===== config.mk =====
export PLATFORM = sky130hd
export DESIGN_NAME = ppu_ctrl
export DESIGN_NICKNAME = d
export VERILOG_FILES = /design/src/design/ppu_pkg.sv /design/src/design/ppu_ctrl.sv
export SDC_FILE = /design/constraint.sdc
export NUM_CORES = 1
export LEC_CHECK = 0
export ABC_CLOCK_PERIOD_IN_PS = 2200
export BUFFER_PORTS_ARGS = -buffer_cell sky130_fd_sc_hd__buf_4
export CORE_MARGIN = 4
export CORE_UTILIZATION = 45
export CTS_CLUSTER_DIAMETER = 100
export CTS_CLUSTER_SIZE = 40
export DETAILED_ROUTE_END_ITERATION = 8
export PLACE_DENSITY_LB_ADDON = 0.15
export SYNTH_ARGS = -nofsm -noshare
export SYNTH_HDL_FRONTEND = slang
export SYNTH_SLANG_ARGS = --single-unit

===== constraint.sdc =====
create_clock -name clk -period 2.2 [get_ports clk]
set_clock_uncertainty 0.1 [all_clocks]
set_input_delay 0.11 -clock clk [delete_from_list [all_inputs] [get_ports clk]]
set_output_delay 0.11 -clock clk [all_outputs]
set_load 0.005 [all_outputs]

===== src/design/ppu_pkg.sv =====
// Shared types, constants and helpers of the particle pool update block.
`default_nettype none
package ppu_pkg;

	localparam int MAX_PARTICLES = 32;
	localparam int IDX_W = (MAX_PARTICLES > 1) ? $clog2(MAX_PARTICLES) : 1;

	typedef enum logic [1:0] {
		OP_SPAWN = 2'd0,
		OP_TICK  = 2'd1,
		OP_CLEAR = 2'd2
	} op_e;

	typedef struct packed {
		logic signed [31:0] pos_x;
		logic signed [31:0] pos_y;
		logic signed [31:0] vel_x;
		logic signed [31:0] vel_y;
		logic [23:0]        life;
		logic [23:0]        max_life;
		logic [15:0]        size_start;
		logic [15:0]        size_final;
		logic [23:0]        color;
		logic signed [31:0] gravity;
		logic               additive;
	} rec_t;

	typedef struct packed {
		logic signed [31:0] rect_x;
		logic signed [31:0] rect_y;
		logic [15:0]        rect_size;
		logic [31:0]        argb_color;
		logic               sprite_additive;
		logic               last_sprite;
	} sprite_t;

	typedef enum logic [3:0] {
		DP_NOP,
		DP_SPAWN_LOAD,
		DP_SCAN_NEXT,
		DP_SPAWN_WRITE,
		DP_CLEAR,
		DP_TICK_LOAD,
		DP_IDX_NEXT,
		DP_KILL,
		DP_EVAL,
		DP_MX,
		DP_MY,
		DP_MS,
		DP_MF,
		DP_LA,
		DP_EMIT,
		DP_FLUSH
	} dp_op_e;

	typedef struct packed {
		logic alive_cur;
		logic scan_last;
		logic idx_last;
		logic dies;
		logic div_busy;
		logic pend_valid;
		logic out_free;
	} dp_status_t;

	typedef enum logic [3:0] {
		S_IDLE,
		S_SCAN,
		S_CHK,
		S_EVAL,
		S_MX,
		S_MY,
		S_MS,
		S_MF,
		S_DS,
		S_DA,
		S_EMIT,
		S_FLUSH
	} state_e;

	function automatic logic signed [31:0] sat32(input logic signed [41:0] v);
		logic signed [41:0] hi;
		logic signed [41:0] lo;
		hi = 42'sd2147483647;
		lo = -42'sd2147483648;
		if (v > hi) begin
			return 32'sh7fffffff;
		end else if (v < lo) begin
			return 32'sh80000000;
		end
		return v[31:0];
	endfunction

endpackage
`default_nettype wire


===== src/design/ppu_ctrl.sv =====
// Controller state machine sequencing spawn, tick and clear through the datapath.
`default_nettype none
module ppu_ctrl (
	input  wire logic                clk,
	input  wire logic                arst_n,
	input  wire logic                item_valid,
	input  wire logic [1:0]          operation,
	output logic                     item_ready,
	input  wire ppu_pkg::dp_status_t status,
	output ppu_pkg::dp_op_e          dp_op
);

	ppu_pkg::state_e state_q;
	ppu_pkg::state_e state_next;

	assign item_ready = (state_q == ppu_pkg::S_IDLE);

	always_ff @(posedge clk or negedge arst_n) begin
		if (!arst_n) begin
			state_q <= ppu_pkg::S_IDLE;
		end else begin
			state_q <= state_next;
		end
	end

	always_comb begin
		state_next = state_q;
		unique case (state_q)
			ppu_pkg::S_IDLE: begin
				if (item_valid) begin
					case (ppu_pkg::op_e'(operation))
						ppu_pkg::OP_SPAWN: state_next = ppu_pkg::S_SCAN;
						ppu_pkg::OP_TICK:  state_next = ppu_pkg::S_CHK;
						default:           state_next = ppu_pkg::S_IDLE;
					endcase
				end
			end
			ppu_pkg::S_SCAN: begin
				if (!status.alive_cur || status.scan_last) begin
					state_next = ppu_pkg::S_IDLE;
				end
			end
			ppu_pkg::S_CHK: begin
				if (status.alive_cur) begin
					state_next = ppu_pkg::S_EVAL;
				end else if (status.idx_last) begin
					state_next = ppu_pkg::S_FLUSH;
				end
			end
			ppu_pkg::S_EVAL: begin
				if (!status.dies) begin
					state_next = ppu_pkg::S_MX;
				end else if (status.idx_last) begin
					state_next = ppu_pkg::S_FLUSH;
				end else begin
					state_next = ppu_pkg::S_CHK;
				end
			end
			ppu_pkg::S_MX: state_next = ppu_pkg::S_MY;
			ppu_pkg::S_MY: state_next = ppu_pkg::S_MS;
			ppu_pkg::S_MS: state_next = ppu_pkg::S_MF;
			ppu_pkg::S_MF: state_next = ppu_pkg::S_DS;
			ppu_pkg::S_DS: begin
				if (!status.div_busy) begin
					state_next = ppu_pkg::S_DA;
				end
			end
			ppu_pkg::S_DA: begin
				if (!status.div_busy) begin
					state_next = ppu_pkg::S_EMIT;
				end
			end
			ppu_pkg::S_EMIT: begin
				if (!status.pend_valid || status.out_free) begin
					state_next = status.idx_last ? ppu_pkg::S_FLUSH : ppu_pkg::S_CHK;
				end
			end
			ppu_pkg::S_FLUSH: begin
				if (!status.pend_valid || status.out_free) begin
					state_next = ppu_pkg::S_IDLE;
				end
			end
			default: state_next = ppu_pkg::S_IDLE;
		endcase
	end

	always_comb begin
		dp_op = ppu_pkg::DP_NOP;
		unique case (state_q)
			ppu_pkg::S_IDLE: begin
				if (item_valid) begin
					case (ppu_pkg::op_e'(operation))
						ppu_pkg::OP_SPAWN: dp_op = ppu_pkg::DP_SPAWN_LOAD;
						ppu_pkg::OP_TICK:  dp_op = ppu_pkg::DP_TICK_LOAD;
						ppu_pkg::OP_CLEAR: dp_op = ppu_pkg::DP_CLEAR;
						default:           dp_op = ppu_pkg::DP_NOP;
					endcase
				end
			end
			ppu_pkg::S_SCAN: begin
				if (!status.alive_cur || status.scan_last) begin
					dp_op = ppu_pkg::DP_SPAWN_WRITE;
				end else begin
					dp_op = ppu_pkg::DP_SCAN_NEXT;
				end
			end
			ppu_pkg::S_CHK: begin
				if (!status.alive_cur) begin
					dp_op = ppu_pkg::DP_IDX_NEXT;
				end
			end
			ppu_pkg::S_EVAL: dp_op = status.dies ? ppu_pkg::DP_KILL : ppu_pkg::DP_EVAL;
			ppu_pkg::S_MX:   dp_op = ppu_pkg::DP_MX;
			ppu_pkg::S_MY:   dp_op = ppu_pkg::DP_MY;
			ppu_pkg::S_MS:   dp_op = ppu_pkg::DP_MS;
			ppu_pkg::S_MF:   dp_op = ppu_pkg::DP_MF;
			ppu_pkg::S_DS: begin
				if (!status.div_busy) begin
					dp_op = ppu_pkg::DP_LA;
				end
			end
			ppu_pkg::S_DA: dp_op = ppu_pkg::DP_NOP;
			ppu_pkg::S_EMIT: begin
				if (!status.pend_valid || status.out_free) begin
					dp_op = ppu_pkg::DP_EMIT;
				end
			end
			ppu_pkg::S_FLUSH: begin
				if (status.pend_valid && status.out_free) begin
					dp_op = ppu_pkg::DP_FLUSH;
				end
			end
			default: dp_op = ppu_pkg::DP_NOP;
		endcase
	end

endmodule
`default_nettype wire


==> results of run 1 <==
final cells by class:
cell class / count / area share (%)
multi-input cells: 64 / 57.6
inverters: 6 / 3.03
clock buffers: 3 / 3.03
flip-flops and latches: 4 / 13.4
well taps: 14 / 2.35
repair buffers: 20 / 20.5
metrics by stage:
stage / setup slack [ns] / hold slack (ns) / cell area (um^2) / utilization [%]
after CTS: 0.281 / 0.105 / 744 / 63.6
after global placement: 0.445 / -0.193 / 712 / 60.8
after detailed placement: 0.424 / -0.191 / 712 / 60.8
after global routing: 0.123 / 0.121 / 744 / 63.6
after floorplan: 0.476 / -0.286 / 586 / -
final: 0.238 / 0.0963 / 744 / 63.6
critical path, cell delays in order, from the launching register on:
cell and delay (ns):
dfrtp_1 0.63, inv_1 0.21, a21oi_1 0.21, a31oi_1 0.06, o311ai_1 0.24, buf_4 0.16
power breakdown:
part | internal (W) | total, W | switching [W]
Combinational | 0.000364 | 0.000738 | 0.000374
Sequential | 0.000110 | 0.000206 | 0.0000955
Clock | 0.0000612 | 0.0000930 | 0.0000319
Total | 0.000535 | 0.00104 | 0.000501
worst paths after layout:
path | from | end | slack, ns | cells past startpoint
setup / recovery | state_q[1] | dp_op[0] | 0.24 | 5
hold / removal | arst_n | state_q[0] | 0.1 | 2
setup reg to reg | state_q[0] | state_q[3] | 0.35 | 5
hold reg to reg | state_q[3] | state_q[2] | 0.69 | 2
max in group asynchronous | arst_n | state_q[2] | 1.79 | 2
min in group clk | status[6] | state_q[1] | 0.15 | 4
cells by family (layout without fill, tap and decap cells):
group	count (synthesis)	count (layout)	share of synthesized area, %
compound gates	26	26	30.8
simple gates	33	33	31.8
fa+ha+maj	3	3	6.41
flops	4	4	17.1
mux	2	2	4.27
buf+inv	12	29	9.61
timing repair:
item                                   in CTS  in global routing
endpoints found under the hold margin       4                  0
gates resized for setup                     0                  0
hold buffers                                1                  0
per-layer routing:
metal / part of all wire, % / routed length, um / global-route usage [%]
met5: 0 / 0 / 0
met4: 1.6 / 26 / 6.63
met3: 9.0 / 148 / 2.85
met2: 46 / 764 / 25.0
met1: 43 / 708 / 26.5
cells in the mapped netlist (2+ instances only):
cell type  count
o21ai_0        4
nor3_1         3
buf_2          3
ha_1           3
o31ai_1        2
clkbuf_1       2
dfrtp_1        4
inv_1          6
nor2b_1        2
nand2b_1       5
a21oi_1        4
nand2_1        8
nand3_1        4
a32oi_1        2
nor2_1         4
a31oi_1        2
o211ai_1       4
==> summary.md, run 1 <==
The worst setup path is launched from a flip-flop. The share of flip-flops with an asynchronous set or reset is 100%. The clock drives 4 sinks. Detailed routing inserted a total of 691 vias. The number of clock buffers added by TritonCTS is 3. The synthesized design contains 0 enable-type register cells.

The number of warnings reported in the yosys synthesis log is 0, and the post-synthesis cell type count is 35. From synthesis to final layout, the design area changed by 27.1%. STA puts the critical path data required time at 1.99 ns. The global-route congestion overflow total is 0.

The detail route stage leaves a number of antenna-violating nets equal to 0. The worst setup path is of the reg -> out kind. Summed over all layers, the routed wires come to 1.65 mm. After synthesis the netlist holds a flip-flop and latch count of 4.

In this run the clock root is driven by a clkbuf_4. Pin placement for this block handled 17 I/O pins. Summing all multi-input logic gate instances after layout gives 429 um^2.

The max-slew violation count is 0, and the number of port buffers is 16. The cell count after synthesis came out at 80. The run gives 0 ns as the final sum of negative setup slack.

At the pin with the least slew margin, the transition time is 0.484 ns. Maximum vdd drop: 0.778 mV. The type of the most critical hold path is in -> async. After floorplanning, the core was divided into 12 placement rows. The register with the most flip-flops was state_q. Measured against its own limit, the worst slew margin works out to 67.7%.

Number of global-route vias before repair: 560. The floorplan step set the die height to 44.1 um. The register with the most flip-flops in the layout has 4 of them. Entering global routing, the biggest net connects 16 pins. The share of the synthesized area in the top cell type was 17.1%; the data arrival time of the critical path was 1.75 ns. After detailed routing, the number of remaining DRC violations is 0. The number of setup buffers added after CTS is 0.

For this run, the top clock speed supported by timing is 510 MHz. In this run, the number of DRC markers left after iteration 0 of detailed routing was 36. STA classifies the critical path endpoint as a primary output.

0 antenna diodes ended up in the layout. After the flow finishes, the layout carries non-filler instances totaling 111. The number of cells in the design after placement was 107. The synthesized area per cell was 7.32 um^2. The analysis attributes to cell leakage a power of 0.345 nW. The final routed wire length divided by cell count was 14.8 um. The tools report the final-report setup violation count as 0. The sequential cell area came out at 100 um^2. The flow ran to the end, and the final reports show no timing, DRC or antenna violations.

The tools report the post-synthesis net count as 95. The tools report the core box area as 1170 um^2. TritonCTS built the clock tree.

For this run, the leading register cell type out of synthesis is dfrtp_1. The wire-length estimate of the detail-placed layout is 1.28 mm. The first global-routing pass estimated 2.63 mm of wire.

In this run the power density over the cells is 1390 nW/um^2. The final layout contains 114 nets. Of the cells placed in the final design, the portion with a size suffix greater than 1 is 26.8%.

Across every metal layer, demand over resource in global routing totals 17.7%. The die is 44.1 um wide. The final-report hold violation count is 0, and the last weighted congestion value of the routability-driven placer is 0.901. The number of H-tree branching levels came out at 1.

The logs give 17.1% for the sequential fraction of the synthesis area and 5 for the detailed-routing iteration count for the pre-antenna-repair pass. The cell area after synthesis came out at 586 um^2. Setup repair after global routing left no endpoint under its margin. Leaving out fill and tap cells, the most frequent cells in the layout are buf_4, nand2_1, inv_1, nand2b_1.

The filler cells instantiated in the layout total 106. The smallest clock period supported by the final layout is computed as 1.96 ns. The clock input transition at the sequential cells of the worst setup and hold paths was 0.04 ns. The library cell used most frequently in the layout, excluding fill and tap cells, is buf_4. Of all cell types, the one taking the most synthesized area is dfrtp_1. The initial core utilization is 50.0%. The clock reaches the later pin of the worst-skew pair after 0.24 ns. The largest registers in the layout are state_q (4).

The floorplan step defined a die boundary enclosing 1940 um^2. The critical-path maximum fanout works out to 15. Summing internal, switching and leakage power gives 0.00104 W. Using the TritonRoute via totals, the vias-per-cell ratio works out to 6.23. The logs give 0 for the number of antenna violations at the first check in global routing and 2 for the largest buffer count on any clock path.

The final critical path takes up 89.2% of the cycle. Sorting the synthesized cells by area gives the leading types as dfrtp_1, ha_1, nand2b_1. Max-capacitance violation count: 0.
No activity file was read; power rests on OpenSTA's default activity.
==> run 2: changes to the inputs <==
- CELL_PAD_IN_SITES_DETAIL_PLACEMENT: default -> 1
- CELL_PAD_IN_SITES_GLOBAL_PLACEMENT: default -> 1
- CORE_UTILIZATION: 45 -> 35
==> summary.md, run 2 (synthesized netlist as in run 1, its figures left out) <==
The worst-margin pin slew was 0.556 ns (was 0.484 ns); the global-route congestion overflow total was 0 (unchanged). The total placed instance area came out at 707 um^2 (was 712 um^2). The max-capacitance violation count came out at 0 (unchanged). The logs give 2 (unchanged) for the largest buffer count on any clock path and 0.00101 W (was 0.00104 W) for the total power.

Register with the most flip-flops: state_q (unchanged). The clock input transition at the sequential cells of the worst setup and hold paths is 0.04 ns (about the same). The largest net degree at the start of global routing is 18 (was 16), and the remaining routing DRC violations is 0 (unchanged).

The die width works out to 48.9 um (was 44.1 um). The total routed wirelength is 1.80 mm (was 1.65 mm), and the areal power density over the cells is 1360 nW/um^2 (was 1390 nW/um^2). The flow ran to the end, and the final reports show no timing, DRC or antenna violations. The post-DP HPWL is 1.47 mm (was 1.28 mm). Ordered cell list for the critical path: inv_1, a21oi_1, a31oi_1, o311ai_1, buf_4 (unchanged). The max-slew violation count was 0 (unchanged); the critical-path maximum fanout was 15 (unchanged).

The all-layer global routing usage was 15.9% (was 17.7%); the post-layout net count was 113 (was 114). The logs give 0 (unchanged) for the number of antenna violations at the first check in global routing and 698 (was 560) for the number of global-route vias before repair. The run gives 100 um^2 (unchanged) as the sequential cell area.

The highest clock rate was 504 MHz (was 510 MHz); the delay of the slowest critical-path stage was 0.63 ns (about the same). Depth of the worst register-to-register path: 4 (was 5). The filler cell count in the final layout came out at 209 (was 106). The final routed wire length divided by cell count works out to 16.0 um (was 14.8 um). For the final-report setup violation count, the log shows 0 (unchanged). The height of the chip is 48.9 um (was 44.1 um), and the first-pass GRT wire length is 3.07 mm (was 2.63 mm). Fraction of the cycle the final worst path needs: 90.2% (was 89.2%).

The cell with the biggest individual delay on the critical path was dfrtp_1 (unchanged). Setup repair after global routing left no endpoint under its margin. The tools report the number of buffers added by the clock tree synthesis step as 3 (unchanged). For the maximum vdd drop, the log shows 0.701 mV (was 0.778 mV).

Type of the most critical hold path: in -> async (unchanged). The run gives 1 (unchanged) as the number of H-tree branching levels. The tools report the launching element type of the critical path as a flip-flop (unchanged).

The final antenna-violating net count was 0 (unchanged); the share of post-route cells with drive strength above 1 was 26.0% (was 26.8%). Leading registers by flop count: state_q (4) (unchanged). The diode insertion count for antenna repair was 0 (unchanged); the layout overhead on the synthesized area was 26.3% (was 27.1%). The tools report the clock latency on the worst-skew pair as 0.24 ns (about the same).

Commonest cells after routing, fill and taps aside: buf_4, nand2_1, inv_1, nand2b_1 (unchanged). The final sum of negative setup slack is 0 ns (unchanged). The most common cell after layout, fill and taps aside is buf_4 (unchanged). The area of the die was 2390 um^2 (was 1940 um^2); the flip-flop count of the largest register after layout was 4 (unchanged). The initial core utilization is 38.0% (was 50.0%). TritonCTS built the clock tree.

The tools report the count of boundary I/O pins as 17 (unchanged). The final-report hold violation count was 0 (unchanged); the reported leakage power was 0.339 nW (was 0.345 nW). The violation count after the first detailed-route iteration was 17 (was 36). The tools report the detailed-routing iteration count for the pre-antenna-repair pass as 4 (was 5). The type of the worst setup path was reg -> out (unchanged). The tools report the library cell used as clock root buffer as clkbuf_4 (unchanged). The combined area of the multi-input logic cells is 429 um^2 (unchanged). For the worst relative slew slack, the log shows 62.9% (was 67.7%). The last weighted congestion value of the routability-driven placer was 0.798 (was 0.901). The run gives 0 (unchanged) as the post-cts repair resize count.

The number of port buffers is 16 (unchanged). The TritonCTS sink count is 4 (unchanged). The via-per-instance ratio was 5.86 (was 6.23).

Data arrival time of the critical path: 1.78 ns (was 1.75 ns). The required time of the worst setup path is 1.99 ns (about the same). The cell row count was 14 (was 12). The capturing element type of the critical path was a primary output (unchanged). The minimum clock period is 1.99 ns (was 1.96 ns), and the core box area is 1540 um^2 (was 1170 um^2). The post-layout instance area is 739 um^2 (was 744 um^2). For the total vias in the final route, the log shows 656 (was 691).
[run 2: cell count changes in the layout (fill, tap and decap cells not counted), sizes merged]
cell and change:
buf -1
[run 2: path summary, 6_finish.rpt]
check,startpoint,to,slack (ns)
worst max-delay path,state_q[1],dp_op[0],0.21
worst min-delay path,arst_n,state_q[3],0.14
worst max register to register,state_q[1],state_q[3],0.36
worst min register to register,state_q[3],state_q[3],0.64
max in group asynchronous,arst_n,state_q[1],1.76
min in group clk,status[4],state_q[1],0.14
[run 2: metal layers]
metal  vias to the layer above  GRT usage [%]  part of all wire (%)
li1                        333              -                     -
met1                       305           17.4                    43
met2                        16           28.9                    51
met3                         2           5.20                   4.8
met4                         0           4.04                  0.95
met5                         -              0                     0
[run 2: where the power goes]
part	internal, W	leakage [nW]	switching, W
combinational	0.000354	0.274	0.000336
clock	0.0000612	0.0138	0.0000321
sequential	0.000110	0.0511	0.000116
[run 2: what timing repair did]
action | 4_1_cts | 5_1_grt
hold buffers | 1 | 0
buffers inserted | 0 | 0
hold endpoints to repair | 4 | 0
[run 2: cell type report]
cell class,count,share of cell area [%]
repair buffers,19,19.6
clock buffers,3,3.05
inverters,6,3.05
well taps,16,2.71
flip-flops and latches,4,13.5
multi-input cells,64,58.0
[run 2: worst max-delay path, delay by kind of cell, from the launching register on]
kind	cells	cell delay, ns
flip-flops	1	0.63
AO/OA/AOI/OAI	3	0.50
buffers and inverters	2	0.40
[run 2: stage by stage]
step           cells  hold slack (ns)  utilization (%)  worst slack, ns
6_report         112            0.136             48.0            0.215
5_1_grt          112            0.130             48.0          0.00291
4_1_cts          112            0.122             48.0            0.203
3_5_place_dp     108           -0.189             45.9            0.353
3_3_place_gp     108           -0.192             45.9            0.404
2_1_floorplan     80           -0.286                -            0.476
==> run 3: changes to the inputs <==
- CORE_ASPECT_RATIO: default -> 1.2
==> summary.md, run 3 (synthesized netlist as in run 1, its figures left out) <==
Final routed wire length divided by cell count: 16.7 um (was 16.0 um). The type of the most critical hold path is in -> async (unchanged). The height of the chip was 52.8 um (was 48.9 um); the area of the die was 2390 um^2 (about the same).

The logs give 3 (unchanged) for the number of buffers added by the clock tree synthesis step and 0 (unchanged) for the final-report hold violation count. The number of port buffers was 16 (unchanged). The share of the core filled with cells in the final layout was 49.3% (was 48.0%); the total vias in the final route was 679 (was 656).

The logs give 197 (was 209) for the filler cell count in the final layout and 3.20 mm (was 3.07 mm) for the first-pass GRT wire length. Commonest cells after routing, fill and taps aside: buf_4, nand2_1, inv_1, nand2b_1 (unchanged). Most common cell after layout, fill and taps aside: buf_4 (unchanged). The tools report the remaining routing DRC violations as 0 (unchanged). The run gives 0.502 mV (was 0.701 mV) as the maximum vdd drop. For the TritonCTS sink count, the log shows 4 (unchanged). The post-layout net count is 113 (unchanged). The worst-margin pin slew was 0.547 ns (was 0.556 ns). The share of post-route cells with drive strength above 1 came out at 26.0% (unchanged). The tools report the library cell used as clock root buffer as clkbuf_4 (unchanged).

For the cell row count, the log shows 15 (was 14). The violation count after the first detailed-route iteration was 6 (was 17). The reported leakage power was 0.339 nW (unchanged); the depth of the worst register-to-register path was 4 (unchanged). The tools report the initial core utilization as 39.0% (was 38.0%). The fraction of the cycle the final worst path needs is 91.0% (was 90.2%). The logs give 1.89 mm (was 1.80 mm) for the total routed wirelength and 0.23 ns (was 0.24 ns) for the clock latency on the worst-skew pair. Via-per-instance ratio: 6.01 (was 5.86). Core box area: 1500 um^2 (was 1540 um^2). The tools report the endpoint of the worst setup timing path as dp_op[1] (was dp_op[0]). Capturing element type of the critical path: a primary output (unchanged).

The tools report the post-cts repair resize count as 0 (unchanged). Final sum of negative setup slack: 0 ns (unchanged). The run gives 63.5% (was 62.9%) as the worst relative slew slack. The tools report the required time of the worst setup path as 1.99 ns (about the same). Leading registers by flop count: state_q (4) (unchanged). Largest buffer count on any clock path: 2 (unchanged).

The flip-flop count of the largest register after layout was 4 (unchanged); the diode insertion count for antenna repair was 0 (unchanged). The critical-path maximum fanout is 15 (unchanged). The highest clock rate is 499 MHz (was 504 MHz). Setup repair after global routing left no endpoint under its margin. Number of H-tree branching levels: 1 (unchanged).

The total power was 0.00102 W (was 0.00101 W); the die width was 45.3 um (was 48.9 um). The clock input transition at the sequential cells of the worst setup and hold paths works out to 0.04 ns (about the same). The final-report setup violation count was 0 (unchanged). The tools report the final antenna-violating net count as 0 (unchanged). TritonCTS built the clock tree. The launching element type of the critical path is a flip-flop (unchanged).

The all-layer global routing usage came out at 18.6% (was 15.9%). Areal power density over the cells: 1370 nW/um^2 (was 1360 nW/um^2). Startpoint of the worst register-to-register path: state_q[1] (unchanged).

The post-CTS setup repair buffer count was 0 (unchanged). The layout overhead on the synthesized area came out at 26.5% (was 26.3%). The register with the most flip-flops was state_q (unchanged). The max-slew violation count came out at 0 (unchanged). For the global-route congestion overflow total, the log shows 0 (unchanged). For the number of global-route vias before repair, the log shows 704 (was 698). Launching instance or port of the critical path: state_q[1] (unchanged).

The run gives 1.49 mm (was 1.47 mm) as the post-DP HPWL. The data arrival time of the critical path was 1.79 ns (was 1.78 ns); the count of boundary I/O pins was 17 (unchanged). The largest net degree at the start of global routing is 18 (unchanged), and the count of hold-fix buffers inserted at cts is 1 (unchanged). The max-capacitance violation count is 0 (unchanged), and the number of antenna violations at the first check in global routing is 0 (unchanged). Reg-to-reg setup timing slack: 0.32 ns (was 0.36 ns). The minimum clock period came out at 2.00 ns (was 1.99 ns).

The tools report the last weighted congestion value of the routability-driven placer as 0.838 (was 0.798). The detailed-routing iteration count for the pre-antenna-repair pass came out at 4 (unchanged). The terminus of the critical flop-to-flop path is state_q[3] (unchanged). The flow ran to the end, and the final reports show no timing, DRC or antenna violations. The type of the worst setup path is reg -> out (unchanged).
## run 3: cell counts in the layout (fill, tap and decap cells not counted)
Identical to the previous run, type by type.
## run 3: layer usage
layer  share of wire (%)  vias up  global-route usage [%]  wire (um)
met3                 3.3        4                    3.78         63
li1                    -      335                       -          -
met5                   0        -                       0          0
met4                 1.3        0                    7.32         25
met2                  50       22                    31.4        941
met1                  45      318                    22.3        857
## run 3: area by class of cell
type	instances	area, um^2	area share [%]
clock buffer	3	22.5	3.04
inverter	6	22.5	3.04
sequential	4	100	13.5
tap	17	21.3	2.87
timing repair buffer	19	145	19.6
multi-input combinational	64	429	57.9
## run 3: how the worst min path moves through the flow
stage                 from    endpoint  slack (ns)  cells after the start
floorplan           arst_n  state_q[0]       -0.29                      0
global placement    arst_n  state_q[1]       -0.19                      1
detailed placement  arst_n  state_q[3]       -0.19                      1
CTS                 arst_n  state_q[3]        0.11                      2
global route        arst_n  state_q[0]        0.12                      2
finish              arst_n  state_q[0]        0.12                      2
## run 3: worst max-delay path, cell delays in order (launching register included)
cell	delay [ns]
dfrtp_1	0.64
inv_1	0.21
nor3_1	0.34
a32oi_1	0.12
o21ai_0	0.12
buf_4	0.13
## run 3: through the flow
step                      cells  setup WS [ns]  hold WS (ns)  instance area [um^2]
final                       113          0.197         0.117                   741
after global routing        113        0.00827         0.117                   741
after CTS                   113          0.191         0.109                   741
after detailed placement    109          0.327        -0.192                   708
after global placement      109          0.412        -0.193                   708
after floorplan              80          0.476        -0.286                   586
## run 3: where the power goes
| group | leakage (nW) | switching, W | internal, W | total, W |
|---|---|---|---|---|
| clock network | 0.0138 | 0.0000304 | 0.0000611 | 0.0000915 |
| registers | 0.0511 | 0.000106 | 0.000110 | 0.000216 |
| logic | 0.274 | 0.000356 | 0.000354 | 0.000710 |
